### src/sv/pcs_pkg.sv
// Shared types and constants for the permutation cycle sorter.
package pcs_pkg;

   localparam int NODE_W     = 5;
   localparam int CFG_W      = 6;
   localparam int CSR_ADDR_W = 3;
   localparam int CSR_DATA_W = 32;

   localparam logic [CFG_W-1:0] NODE_COUNT_RESET = 6'd32;

   // Word address bit of the register file: register 0 is node_count.
   localparam logic CSR_IDX_NODE_COUNT = 1'b0;

   typedef enum logic [2:0] {
      ST_LOAD,
      ST_SCAN,
      ST_WALK,
      ST_SELECT,
      ST_EMIT
   } back_state_type;

   typedef struct packed {
      logic [NODE_W-1:0] row;
      logic [NODE_W-1:0] dest;
      logic              store;
      logic              last;
   } load_entry_type;

endpackage

### src/sv/permutation_cycle_sorter.sv
// Top level of the permutation cycle sorter: register port, front end, queue, cycle engine.
//
// Usage: write node_count (byte address 0) over the register port while idle, then
// send one request per matrix row on req_*; the lowest set bit of row r below
// node_count is the successor of node r. The request with req_last_row set starts
// the decomposition. Results on rsp_* list each cycle node by node, shortest cycle
// first (ties to the lower start node), closing with the start node repeated and
// rsp_cycle_end high; rsp_last_item marks the final result of a run.
// Rows: one per cycle through a two-entry queue while it has room (req_stall is high when
// it is full); rows of the next problem queue up while a run is still being emitted.
// After the last row the engine scans the nodes and walks each unvisited one around its
// cycle, recording each closed cycle; before each cycle it runs a selection scan over the
// cycle table, then sends one result per cycle from the output register unless rsp_stall
// holds it.
// Reset clears the row counter, the visited marks and the handshakes and sets
// node_count to 32; the successor and cycle tables are not cleared.
// A stalled result holds in the output register and halts emission until taken.
module permutation_cycle_sorter #(
   parameter int MAX_NODES = 32
) (
   input  logic                            clock,
   input  logic                            reset,
   input  logic                            req_valid,
   output logic                            req_stall,
   input  logic [31:0]                     req_row_bits,
   input  logic                            req_last_row,
   output logic                            rsp_valid,
   input  logic                            rsp_stall,
   output logic [pcs_pkg::NODE_W-1:0]      rsp_node_index,
   output logic                            rsp_cycle_end,
   output logic                            rsp_single_tour,
   output logic                            rsp_last_item,
   input  logic                            csr_psel,
   input  logic                            csr_penable,
   input  logic                            csr_pwrite,
   input  logic [pcs_pkg::CSR_ADDR_W-1:0]  csr_paddr,
   input  logic [pcs_pkg::CSR_DATA_W-1:0]  csr_pwdata,
   output logic [pcs_pkg::CSR_DATA_W-1:0]  csr_prdata,
   output logic                            csr_pready
);
   import pcs_pkg::*;

   localparam int CW = $clog2(MAX_NODES + 1);
   localparam int EW = $bits(load_entry_type);

   logic [CFG_W-1:0] node_count_ff, node_count_in;
   logic [CW-1:0]    cnt;
   logic             csr_write;

   logic             q_push, q_pop, q_empty, q_full;
   load_entry_type   q_wr_entry, q_rd_entry;
   logic [EW-1:0]    q_rd_data;

   assign csr_pready = 1'b1;
   assign csr_write  = csr_psel && csr_penable && csr_pwrite && csr_pready;
   assign csr_prdata = (csr_paddr[2] == CSR_IDX_NODE_COUNT) ?
                       CSR_DATA_W'(node_count_ff) : '0;

   always_comb begin
      node_count_in = node_count_ff;
      if (csr_write && (csr_paddr[2] == CSR_IDX_NODE_COUNT)) begin
         node_count_in = csr_pwdata[CFG_W-1:0];
      end
   end

   always_ff @(posedge clock) begin
      if (reset) begin
         node_count_ff <= NODE_COUNT_RESET;
      end else begin
         node_count_ff <= node_count_in;
      end
   end

   // zero counts as one node, large counts saturate
   always_comb begin
      if (node_count_ff == '0) cnt = CW'(1);
      else if (node_count_ff > CFG_W'(MAX_NODES)) cnt = CW'(MAX_NODES);
      else cnt = node_count_ff[CW-1:0];
   end

   pcs_front #(
      .MAX_NODES (MAX_NODES)
   ) u_front (
      .clock        (clock),
      .reset        (reset),
      .cnt          (cnt),
      .req_valid    (req_valid),
      .req_stall    (req_stall),
      .req_row_bits (req_row_bits),
      .req_last_row (req_last_row),
      .q_full       (q_full),
      .q_push       (q_push),
      .q_entry      (q_wr_entry)
   );

   pcs_fifo #(
      .WIDTH (EW),
      .DEPTH (2)
   ) u_fifo (
      .clock   (clock),
      .reset   (reset),
      .push    (q_push),
      .wr_data (q_wr_entry),
      .pop     (q_pop),
      .rd_data (q_rd_data),
      .empty   (q_empty),
      .full    (q_full)
   );

   assign q_rd_entry = load_entry_type'(q_rd_data);

   pcs_back #(
      .MAX_NODES (MAX_NODES)
   ) u_back (
      .clock           (clock),
      .reset           (reset),
      .cnt             (cnt),
      .q_empty         (q_empty),
      .q_entry         (q_rd_entry),
      .q_pop           (q_pop),
      .rsp_valid       (rsp_valid),
      .rsp_stall       (rsp_stall),
      .rsp_node_index  (rsp_node_index),
      .rsp_cycle_end   (rsp_cycle_end),
      .rsp_single_tour (rsp_single_tour),
      .rsp_last_item   (rsp_last_item)
   );

   // the final result of a run always closes a cycle
   a_last_closes: assert property (@(posedge clock) disable iff (reset)
      (rsp_valid && rsp_last_item) |-> rsp_cycle_end)
      else $error("last result does not close a cycle");

   // a single tour closes exactly once, at the end of the run
   a_single_close: assert property (@(posedge clock) disable iff (reset)
      (rsp_valid && rsp_single_tour && rsp_cycle_end) |-> rsp_last_item)
      else $error("single tour closed before the end of the run");

   // a stalled result stays valid and unchanged
   a_rsp_hold: assert property (@(posedge clock) disable iff (reset)
      (rsp_valid && rsp_stall) |=> (rsp_valid && $stable(rsp_node_index) &&
         $stable(rsp_cycle_end) && $stable(rsp_single_tour) && $stable(rsp_last_item)))
      else $error("stalled result changed");

endmodule

### src/sv/pcs_front.sv
// Front end: accepts matrix rows and turns each into a successor entry.
module pcs_front #(
   parameter int MAX_NODES = 32,
   parameter int CW        = $clog2(MAX_NODES + 1)
) (
   input  logic                    clock,
   input  logic                    reset,
   input  logic [CW-1:0]           cnt,
   input  logic                    req_valid,
   output logic                    req_stall,
   input  logic [31:0]             req_row_bits,
   input  logic                    req_last_row,
   input  logic                    q_full,
   output logic                    q_push,
   output pcs_pkg::load_entry_type q_entry
);
   import pcs_pkg::*;

   logic [CW-1:0] rows_ff;
   logic [CW-1:0] rows_in;
   logic [CW-1:0] dest;
   logic          accept;

   assign req_stall = q_full;
   assign accept    = req_valid && !q_full;
   assign q_push    = accept;

   // lowest set bit below cnt, or the row's own index
   always_comb begin
      dest = rows_ff;
      for (int b = MAX_NODES - 1; b >= 0; b--) begin
         if (req_row_bits[b] && (CW'(b) < cnt)) begin
            dest = CW'(b);
         end
      end
   end

   always_comb begin
      q_entry.row   = NODE_W'(rows_ff);
      q_entry.dest  = NODE_W'(dest);
      q_entry.store = (rows_ff < CW'(MAX_NODES));
      q_entry.last  = req_last_row;
   end

   always_comb begin
      rows_in = rows_ff;
      if (accept) begin
         if (req_last_row) begin
            rows_in = '0;
         end else if (rows_ff < CW'(MAX_NODES)) begin
            rows_in = CW'(rows_ff + 1'b1);
         end
      end
   end

   always_ff @(posedge clock) begin
      if (reset) begin
         rows_ff <= '0;
      end else begin
         rows_ff <= rows_in;
      end
   end

endmodule

### src/sv/pcs_fifo.sv
// Small request queue between the front end and the cycle engine.
module pcs_fifo #(
   parameter int WIDTH = 12,
   parameter int DEPTH = 2
) (
   input  logic             clock,
   input  logic             reset,
   input  logic             push,
   input  logic [WIDTH-1:0] wr_data,
   input  logic             pop,
   output logic [WIDTH-1:0] rd_data,
   output logic             empty,
   output logic             full
);
   localparam int PW = (DEPTH > 1) ? $clog2(DEPTH) : 1;
   localparam int NW = $clog2(DEPTH + 1);

   logic [WIDTH-1:0] mem_ff [DEPTH];
   logic [PW-1:0]    wr_ptr_ff, wr_ptr_in;
   logic [PW-1:0]    rd_ptr_ff, rd_ptr_in;
   logic [NW-1:0]    count_ff, count_in;
   logic             do_push, do_pop;

   assign empty   = (count_ff == '0);
   assign full    = (count_ff == NW'(DEPTH));
   assign do_push = push && !full;
   assign do_pop  = pop && !empty;
   assign rd_data = mem_ff[rd_ptr_ff];

   always_comb begin
      wr_ptr_in = wr_ptr_ff;
      rd_ptr_in = rd_ptr_ff;
      count_in  = count_ff;
      if (do_push) begin
         wr_ptr_in = (wr_ptr_ff == PW'(DEPTH - 1)) ? '0 : PW'(wr_ptr_ff + 1'b1);
      end
      if (do_pop) begin
         rd_ptr_in = (rd_ptr_ff == PW'(DEPTH - 1)) ? '0 : PW'(rd_ptr_ff + 1'b1);
      end
      if (do_push && !do_pop) begin
         count_in = NW'(count_ff + 1'b1);
      end else if (do_pop && !do_push) begin
         count_in = NW'(count_ff - 1'b1);
      end
   end

   always_ff @(posedge clock) begin
      if (do_push) begin
         mem_ff[wr_ptr_ff] <= wr_data;
      end
   end

   always_ff @(posedge clock) begin
      if (reset) begin
         wr_ptr_ff <= '0;
         rd_ptr_ff <= '0;
         count_ff  <= '0;
      end else begin
         wr_ptr_ff <= wr_ptr_in;
         rd_ptr_ff <= rd_ptr_in;
         count_ff  <= count_in;
      end
   end

endmodule

### src/sv/pcs_back.sv
// Cycle engine: successor table, cycle walk, shortest-first selection, emission.
module pcs_back #(
   parameter int MAX_NODES = 32,
   parameter int CW        = $clog2(MAX_NODES + 1),
   parameter int IW        = (MAX_NODES > 1) ? $clog2(MAX_NODES) : 1
) (
   input  logic                        clock,
   input  logic                        reset,
   input  logic [CW-1:0]               cnt,
   input  logic                        q_empty,
   input  pcs_pkg::load_entry_type     q_entry,
   output logic                        q_pop,
   output logic                        rsp_valid,
   input  logic                        rsp_stall,
   output logic [pcs_pkg::NODE_W-1:0]  rsp_node_index,
   output logic                        rsp_cycle_end,
   output logic                        rsp_single_tour,
   output logic                        rsp_last_item
);
   import pcs_pkg::*;

   localparam int KW = CW + IW;   // sort key: {length, start}

   back_state_type state_ff, state_in;

   logic [IW-1:0]        succ_ff      [MAX_NODES];
   logic [IW-1:0]        start_tab_ff [MAX_NODES];
   logic [CW-1:0]        len_tab_ff   [MAX_NODES];
   logic [MAX_NODES-1:0] visited_ff;

   logic [CW-1:0] cc_ff, cc_in;
   logic [CW-1:0] k_ff, k_in;
   logic [IW-1:0] cur_ff, cur_in;
   logic [CW-1:0] len_ff, len_in;
   logic [CW-1:0] j_ff, j_in;
   logic [CW-1:0] ec_ff, ec_in;
   logic [CW-1:0] m_ff, m_in;
   logic [KW-1:0] best_ff, best_in;
   logic [KW-1:0] prev_ff, prev_in;

   logic              rsp_valid_ff, rsp_valid_in;
   logic [NODE_W-1:0] node_ff;
   logic              end_ff, single_ff, last_ff;

   logic          succ_we, cyc_we, visit_clear, visit_set, out_load;
   logic [IW-1:0] succ_rd, next_node, k_idx, j_idx, sel_start;
   logic [CW-1:0] sel_len;
   logic [KW-1:0] key_j;
   logic          out_free, closing, run_done;

   assign k_idx     = k_ff[IW-1:0];
   assign j_idx     = j_ff[IW-1:0];
   assign succ_rd   = succ_ff[cur_ff];
   // stale successors at or above the node count point back to the node
   assign next_node = (CW'(succ_rd) >= cnt) ? cur_ff : succ_rd;
   assign key_j     = {len_tab_ff[j_idx], start_tab_ff[j_idx]};
   assign sel_len   = prev_ff[KW-1:IW];
   assign sel_start = prev_ff[IW-1:0];
   assign out_free  = !rsp_valid_ff || !rsp_stall;
   assign closing   = (m_ff == sel_len);
   assign run_done  = closing && (CW'(ec_ff + 1'b1) == cc_ff);

   // next state
   always_comb begin
      state_in = state_ff;
      case (state_ff)
         ST_LOAD: begin
            if (!q_empty && q_entry.last) state_in = ST_SCAN;
         end
         ST_SCAN: begin
            if (k_ff == cnt) state_in = ST_SELECT;
            else if (!visited_ff[k_idx]) state_in = ST_WALK;
         end
         ST_WALK: begin
            if (visited_ff[cur_ff]) state_in = ST_SCAN;
         end
         ST_SELECT: begin
            if (j_ff == cc_ff) state_in = ST_EMIT;
         end
         ST_EMIT: begin
            if (out_free && closing) state_in = run_done ? ST_LOAD : ST_SELECT;
         end
         default: state_in = ST_LOAD;
      endcase
   end

   // control and datapath next values
   always_comb begin
      q_pop       = 1'b0;
      succ_we     = 1'b0;
      cyc_we      = 1'b0;
      visit_clear = 1'b0;
      visit_set   = 1'b0;
      out_load    = 1'b0;
      cc_in       = cc_ff;
      k_in        = k_ff;
      cur_in      = cur_ff;
      len_in      = len_ff;
      j_in        = j_ff;
      ec_in       = ec_ff;
      m_in        = m_ff;
      best_in     = best_ff;
      prev_in     = prev_ff;
      case (state_ff)
         ST_LOAD: begin
            q_pop = !q_empty;
            if (!q_empty) begin
               succ_we = q_entry.store;
               if (q_entry.last) begin
                  visit_clear = 1'b1;
                  cc_in       = '0;
                  k_in        = '0;
               end
            end
         end
         ST_SCAN: begin
            if (k_ff == cnt) begin
               j_in    = '0;
               best_in = '1;
               prev_in = '0;
               ec_in   = '0;
            end else if (visited_ff[k_idx]) begin
               k_in = CW'(k_ff + 1'b1);
            end else begin
               cur_in = k_idx;
               len_in = '0;
            end
         end
         ST_WALK: begin
            if (visited_ff[cur_ff]) begin
               cyc_we = 1'b1;
               cc_in  = CW'(cc_ff + 1'b1);
               k_in   = CW'(k_ff + 1'b1);
            end else begin
               visit_set = 1'b1;
               len_in    = CW'(len_ff + 1'b1);
               cur_in    = next_node;
            end
         end
         ST_SELECT: begin
            if (j_ff == cc_ff) begin
               prev_in = best_ff;
               cur_in  = best_ff[IW-1:0];
               m_in    = '0;
            end else begin
               // smallest key above the one emitted last
               if ((key_j > prev_ff) && (key_j < best_ff)) best_in = key_j;
               j_in = CW'(j_ff + 1'b1);
            end
         end
         ST_EMIT: begin
            if (out_free) begin
               out_load = 1'b1;
               if (!closing) begin
                  cur_in = next_node;
                  m_in   = CW'(m_ff + 1'b1);
               end else begin
                  ec_in   = CW'(ec_ff + 1'b1);
                  j_in    = '0;
                  best_in = '1;
               end
            end
         end
         default: begin
         end
      endcase
   end

   always_comb begin
      if (out_load) rsp_valid_in = 1'b1;
      else          rsp_valid_in = rsp_valid_ff && rsp_stall;
   end

   always_ff @(posedge clock) begin
      if (succ_we) begin
         succ_ff[q_entry.row[IW-1:0]] <= q_entry.dest[IW-1:0];
      end
      if (cyc_we) begin
         start_tab_ff[cc_ff[IW-1:0]] <= k_idx;
         len_tab_ff[cc_ff[IW-1:0]]   <= len_ff;
      end
      if (out_load) begin
         node_ff   <= NODE_W'(closing ? sel_start : cur_ff);
         end_ff    <= closing;
         single_ff <= (cc_ff == CW'(1));
         last_ff   <= run_done;
      end
      k_ff    <= k_in;
      cur_ff  <= cur_in;
      len_ff  <= len_in;
      j_ff    <= j_in;
      ec_ff   <= ec_in;
      m_ff    <= m_in;
      best_ff <= best_in;
      prev_ff <= prev_in;
   end

   always_ff @(posedge clock) begin
      if (reset) begin
         state_ff     <= ST_LOAD;
         visited_ff   <= '0;
         cc_ff        <= '0;
         rsp_valid_ff <= 1'b0;
      end else begin
         state_ff     <= state_in;
         cc_ff        <= cc_in;
         rsp_valid_ff <= rsp_valid_in;
         if (visit_clear) visited_ff <= '0;
         else if (visit_set) visited_ff[cur_ff] <= 1'b1;
      end
   end

   assign rsp_valid       = rsp_valid_ff;
   assign rsp_node_index  = node_ff;
   assign rsp_cycle_end   = end_ff;
   assign rsp_single_tour = single_ff;
   assign rsp_last_item   = last_ff;

endmodule

### config.mk
export PLATFORM = sky130hd
export DESIGN_NAME = permutation_cycle_sorter
export DESIGN_NICKNAME = d
export VERILOG_FILES = /design/src/sv/pcs_pkg.sv /design/src/sv/permutation_cycle_sorter.sv /design/src/sv/pcs_front.sv /design/src/sv/pcs_fifo.sv /design/src/sv/pcs_back.sv
export SDC_FILE = /design/constraint.sdc
export NUM_CORES = 1
export LEC_CHECK = 0
export BUFFER_PORTS_ARGS = -buffer_cell sky130_fd_sc_hd__buf_2
export CORE_UTILIZATION = 60
export CTS_CLUSTER_DIAMETER = 50
export DETAILED_ROUTE_END_ITERATION = 8
export PLACE_DENSITY = 0.89
export SETUP_SLACK_MARGIN = 0.15
export SLEW_MARGIN = 20
export SYNTH_ARGS = -nofsm -noshare
export SYNTH_HDL_FRONTEND = slang
export SYNTH_SLANG_ARGS = --single-unit
### constraint.sdc
create_clock -name clock -period 6.1 [get_ports clock]
set_input_delay 0.61 -clock clock [delete_from_list [all_inputs] [get_ports clock]]
set_output_delay 0.61 -clock clock [all_outputs]
set_load 0.005 [all_outputs]
After elaboration in Yosys (flattened, before gate mapping)
Memory sizes are Yosys's and may differ from the RTL's. A register that Yosys moved wholly into a read port is not among the register bits.
Cells that the tools add are included.
W data, S select, Z words.
- bitwise operators: 2
- equal/unequal tests: 27
- divide/modulo/power cells: 0
- $mul: 0
- muxes and demuxes: 121
- reductions and logical operators: 78
- shift-type cells: 0
- $lt $le $gt $ge: 40
- add/sub/neg operators: 11
- operators with widths (operator ; number):
    $mux W5 ; 43
    $mux W6 ; 23
    $lt A5 B6 Y1 const A ; 16
    $mux W11 ; 7
    $lt A4 B6 Y1 const A ; 8
    $pmux W6 S2 ; 4
    $logic_and A1 B1 Y1 ; 46
    $add A6 B1 Y6 const B ; 7
    $pmux W6 S3 ; 2
    $pmux W11 S3 ; 1
    $or A32 B32 Y32 ; 1
    $mux W1 ; 26
    $eq A6 B6 Y1 ; 4
    $lt A3 B6 Y1 const A ; 4
    $pmux W11 S2 ; 1
    $ne A2 B1 Y1 const B ; 10
    $pmux W5 S4 ; 1
    $mux W3 ; 6
    $reduce_and A4 Y1 ; 4
    $pmux W3 S5 ; 1
    $reduce_bool A2 Y1 ; 7
    $lt A1 B6 Y1 const A ; 2
    $lt A2 B6 Y1 const A ; 2
    $lt A5 B6 Y1 const B ; 2
    33 further kinds ; 51
- ROM bits: 0
- RAM bits: 536
- input port bits: 75
- word-level logic and storage cells: 304
- memories kept: 4
- latch bits: 0
- flip-flop bits (word level): 123
- output and inout port bits: 43
- memory list (memory ; depth ; bits a word ; read ports ; clocked after memory_dff ; wr ports ; line ; text):
    u_back.len_tab_ff ; 32 ; 6 ; 1 ; 1 ; 1 ; pcs_back.sv:28 ; logic [CW-1:0] len_tab_ff [MAX_NODES];
    u_back.start_tab_ff ; 32 ; 5 ; 1 ; 1 ; 1 ; pcs_back.sv:27 ; logic [IW-1:0] start_tab_ff [MAX_NODES];
    u_back.succ_ff ; 32 ; 5 ; 1 ; 1 ; 1 ; pcs_back.sv:26 ; logic [IW-1:0] succ_ff [MAX_NODES];
    u_fifo.mem_ff ; 2 ; 12 ; 1 ; 1 ; 1 ; pcs_fifo.sv:18 ; logic [WIDTH-1:0] mem_ff [DEPTH];

Longest topological paths before layout
- depth after elaboration: 37
- depth in mapped cells: 15
- mapped depth without buffers: 13

Hierarchy
A second synthesis with hierarchy kept.
- cell total of the unflattened synthesis: 1880
- area, all modules: 29702.2 µm²
- by module, submodules not included (module ; seq. area each (µm²) ; area each (µm²) ; cells each ; instances):
    pcs_back ; 18367.6 ; 26669.3 ; 1534 ; 1
    pcs_front ; 120.1 ; 1390.1 ; 214 ; 1
    pcs_fifo ; 820.8 ; 1078.5 ; 62 ; 1
    permutation_cycle_sorter ; 120.1 ; 564.3 ; 70 ; 1

Worst setup path after synthesis
No wires, ideal clock.
- kind: reg-to-reg
- from: register (tool-made name)
- to: register u_back.best_ff[0] (enable)
- required time: 5.707 ns
- library setup time: 0.393 ns
- stages on the path, launching flop included: 15
- period minus slack after synthesis: 4.313 ns
- data arrival time: 3.920 ns
- path buffers: 3
- setup slack: 1.787 ns
- cells stage by stage: dfxtp_1 -> buf_2 -> buf_2 -> buf_1 -> mux4_2 -> mux4_2 -> mux2_2 -> ha_1 -> a21o_1 -> a21o_1 -> a21oi_1 -> nor2_1 -> nor2_1 -> a21oi_1 -> nor3_1
- RTL lines (what ; line ; text):
    to (signal assigned) ; pcs_back.sv:194 ; best_ff <= best_in;
    to (decl) ; pcs_back.sv:38 ; logic [KW-1:0] best_ff, best_in;

==> flow_summary.toml <==
[run_status]
status = "complete, no violations"

[timing]
fmax_mhz = 208
worst_pin_slew_ps = 1150
finalCritPeriodShare_pct = 78.7
rsz0062_at_grt = "false"
final-hold-violation-count = 0
fin_crit_ps = 4800
setup_viol = 0
drv_slew = 0
final.setup_skew_ps = 48.6
setup_tns_ps = 0
max_slew_margin_pct = 23.4
worst_hold_slack_ps = 246

[clock_tree]
cts_max_path_buffers = 3
hold_buffers = 0
clock-root-buffer = "clkbuf_16"
cts_setup_buffers = 0
numCtsBuffers = 68
worstSkewPairLatency_ps = 640
cts_max_level = 3
cts.clk_slew.worst_paths_ps = 60
cts_resized = 0
cts_tree = "built"
clock-sinks = 670

[grt]
grtUsageTotal_pct = 28.3
grt_pass1_vias = 17686
grt_first_pass_wirelength_mm = 104
grt_antenna_before_repair = 1
grt_max_degree = 54
grt_overflow = 0

[final_layout]
drive_above_1_share_pct = 21.9
nets = 2052
antenna_cells = 0
area_growth_pct = 11.1
regArea_sq_um = 19400
mostFrequentLayoutCell = "edfxtp_1"
layout_common_cells = "edfxtp_1, nor2_1, mux4_2"
multiInputGateArea_sq_um = 9090
fillCellCount = 2916

[route]
antenna_left = 0
wl_per_cell_um = 27.4
drc = 0
drt_wl_total_mm = 71.6
avgViaCountPerCell = 6.81
num_vias = 17778
drt_iter0_markers = 2409
first_pass_iters = 7

[logic_synthesis]
synth_seq_cells = 670
yosysSeqAreaShare_pct = 66.6
yosysWarnings = 0
synthDistinctLibCells = 78
synth_area_sq_um = 29200
synth-edff-count = 601
synth_top_area_share_pct = 61.8
ys.flop_type = "edfxtp_1"
ys_async_sr_fraction_pct = 0
synth.avg_cell_area_sq_um = 15.8
syn_inst = 1849
yosys-top-cells-area = "edfxtp_1, mux4_2, dfxtp_1"
synth_top_area_cell = "edfxtp_1"

[critical_path]
startpoint_type = "flop"
crit_type = "reg -> reg"
end_kind = "flop"
crit_arrival_ps = 5120
crit_path_max_incr_delay_ps = 920
cp.required_ps = 6420
critPathSlowestCell = "dfxtp_4"
crit_fanout = 53
worstPathCellList = "buf_12, mux4_2, mux4_2, mux2_2, ha_1, a21o_1, a21o_1, a21oi_1, nor2_1, nor2_1, a21oi_1, nor3_1, buf_4"

[power]
p_leak_nw = 11.2
power_mw = 12.8
powerDensity_nw_per_um2 = 396
peakVddDrop_uv = 409

[floorplanning]
io_pins = 118
dieHeight_um = 223
initial_core_util_pct = 61.0
fp-row-count = 80
die_w_um = 223
dieArea_sq_um = 49500
core_sq_um = 47800

[place]
io_buffers = 62
place_congestion = 0.946
hpwl_mm = 42.2

[job]
cap_violations = 0

[worst_hold_path]
hold_path_class = "in -> reg"
-- sequential cells by signal, indices dropped and copies added, names as in the netlist, 2 cells and up, named ones only --
signal                 count
u_back.len_ff              6
u_back.visited_ff         32
u_back.succ_ff           160
u_back.rsp_node_index      5
u_back.m_ff                6
u_fifo.count_ff            2
u_back.best_ff            11
node_count_ff              6
u_back.start_tab_ff      160
u_fifo.mem_ff             24
u_back.cur_ff              5
u_back.cc_ff               6
u_back.prev_ff            11
u_back.len_tab_ff        192
u_front.rows_ff            6
u_back.k_ff                6
u_back.state_ff            3
u_back.j_ff                6
u_back.ec_ff               6
-- layout make-up --
type	count	area share, %
clock inverters	45	1.34
multi-input cells	1036	28.0
well taps	615	2.37
repair buffers	112	2.21
clock buffers	79	5.53
inverters	52	0.602
flip-flops and latches	670	59.9
-- critical path, delay by kind of cell (launching register included) --
family / cells / cell delay [ps]
mux: 3 / 1240
flops: 1 / 920
compound gates: 4 / 700
simple gates: 3 / 670
buf+inv: 2 / 580
fa+ha+maj: 1 / 330
-- layer usage --
layer	GRT usage [%]	wire [um]	part of all wire (%)
met2	46.9	35300	49
met5	0	13	0.018
met1	36.1	25500	36
met4	12.7	3260	4.6
met3	6.15	7540	11
-- kinds of logic after synthesis --
kind of cell    count (synthesis)  synth area share, %
flops                         670                 66.6
simple gates                  455                 7.56
mux                           236                 14.9
compound gates                231                 5.13
buf+inv                       168                 2.72
xor+xnor                       50                 1.55
fa+ha+maj                      37                 1.59
other cells                     2               0.0257
-- cell usage after synthesis, types with 9 or more instances --
cell / count
ha_1: 37
a31oi_1: 13
buf_2: 26
nand2_1: 65
nor3_1: 11
mux4_2: 155
o32ai_1: 9
nand2b_1: 23
clkbuf_1: 45
or2_1: 9
xnor2_1: 21
nand4_1: 11
buf_4: 28
nand3_1: 32
nor2b_1: 19
buf_1: 12
o31ai_1: 9
mux2_2: 32
inv_1: 52
a21o_1: 11
dfxtp_1: 69
a21oi_1: 79
edfxtp_1: 601
nor2_1: 218
nand3b_1: 10
mux2i_1: 49
o21ai_0: 38
xor2_1: 28
-- path summary, 6_finish.rpt --
| path | startpoint | to | slack, ps | cells past startpoint |
|---|---|---|---|---|
| worst min register to register | u_back.visited_ff[24] | u_back.visited_ff[24] | 500 | 2 |
| worst max register to register | flop | u_back.best_ff[4] | 1300 | 13 |
| worst max-delay path | flop | u_back.best_ff[4] | 1300 | 13 |
| worst min-delay path | csr_pwdata[0] | node_count_ff[0] | 250 | 3 |
-- report_power, final --
group          total (mW)  switching [mW]  internal [mW]
clock                4.19            1.86           2.33
combinational        2.52            1.49           1.03
sequential           6.13           0.502           5.63
-- per-stage QoR --
stage | setup WS, ps | instances | cell area, sq um | util (%)
5_1_grt | 1000 | 2609 | 32400 | 67.8
6_report | 1300 | 2609 | 32400 | 67.8
4_1_cts | 1300 | 2608 | 32400 | 67.7
2_1_floorplan | 1790 | 1874 | 29300 | -
3_5_place_dp | 1460 | 2484 | 30200 | 63.1
3_3_place_gp | 1450 | 2484 | 30200 | 63.1
No activity file was read; power rests on OpenSTA's default activity.
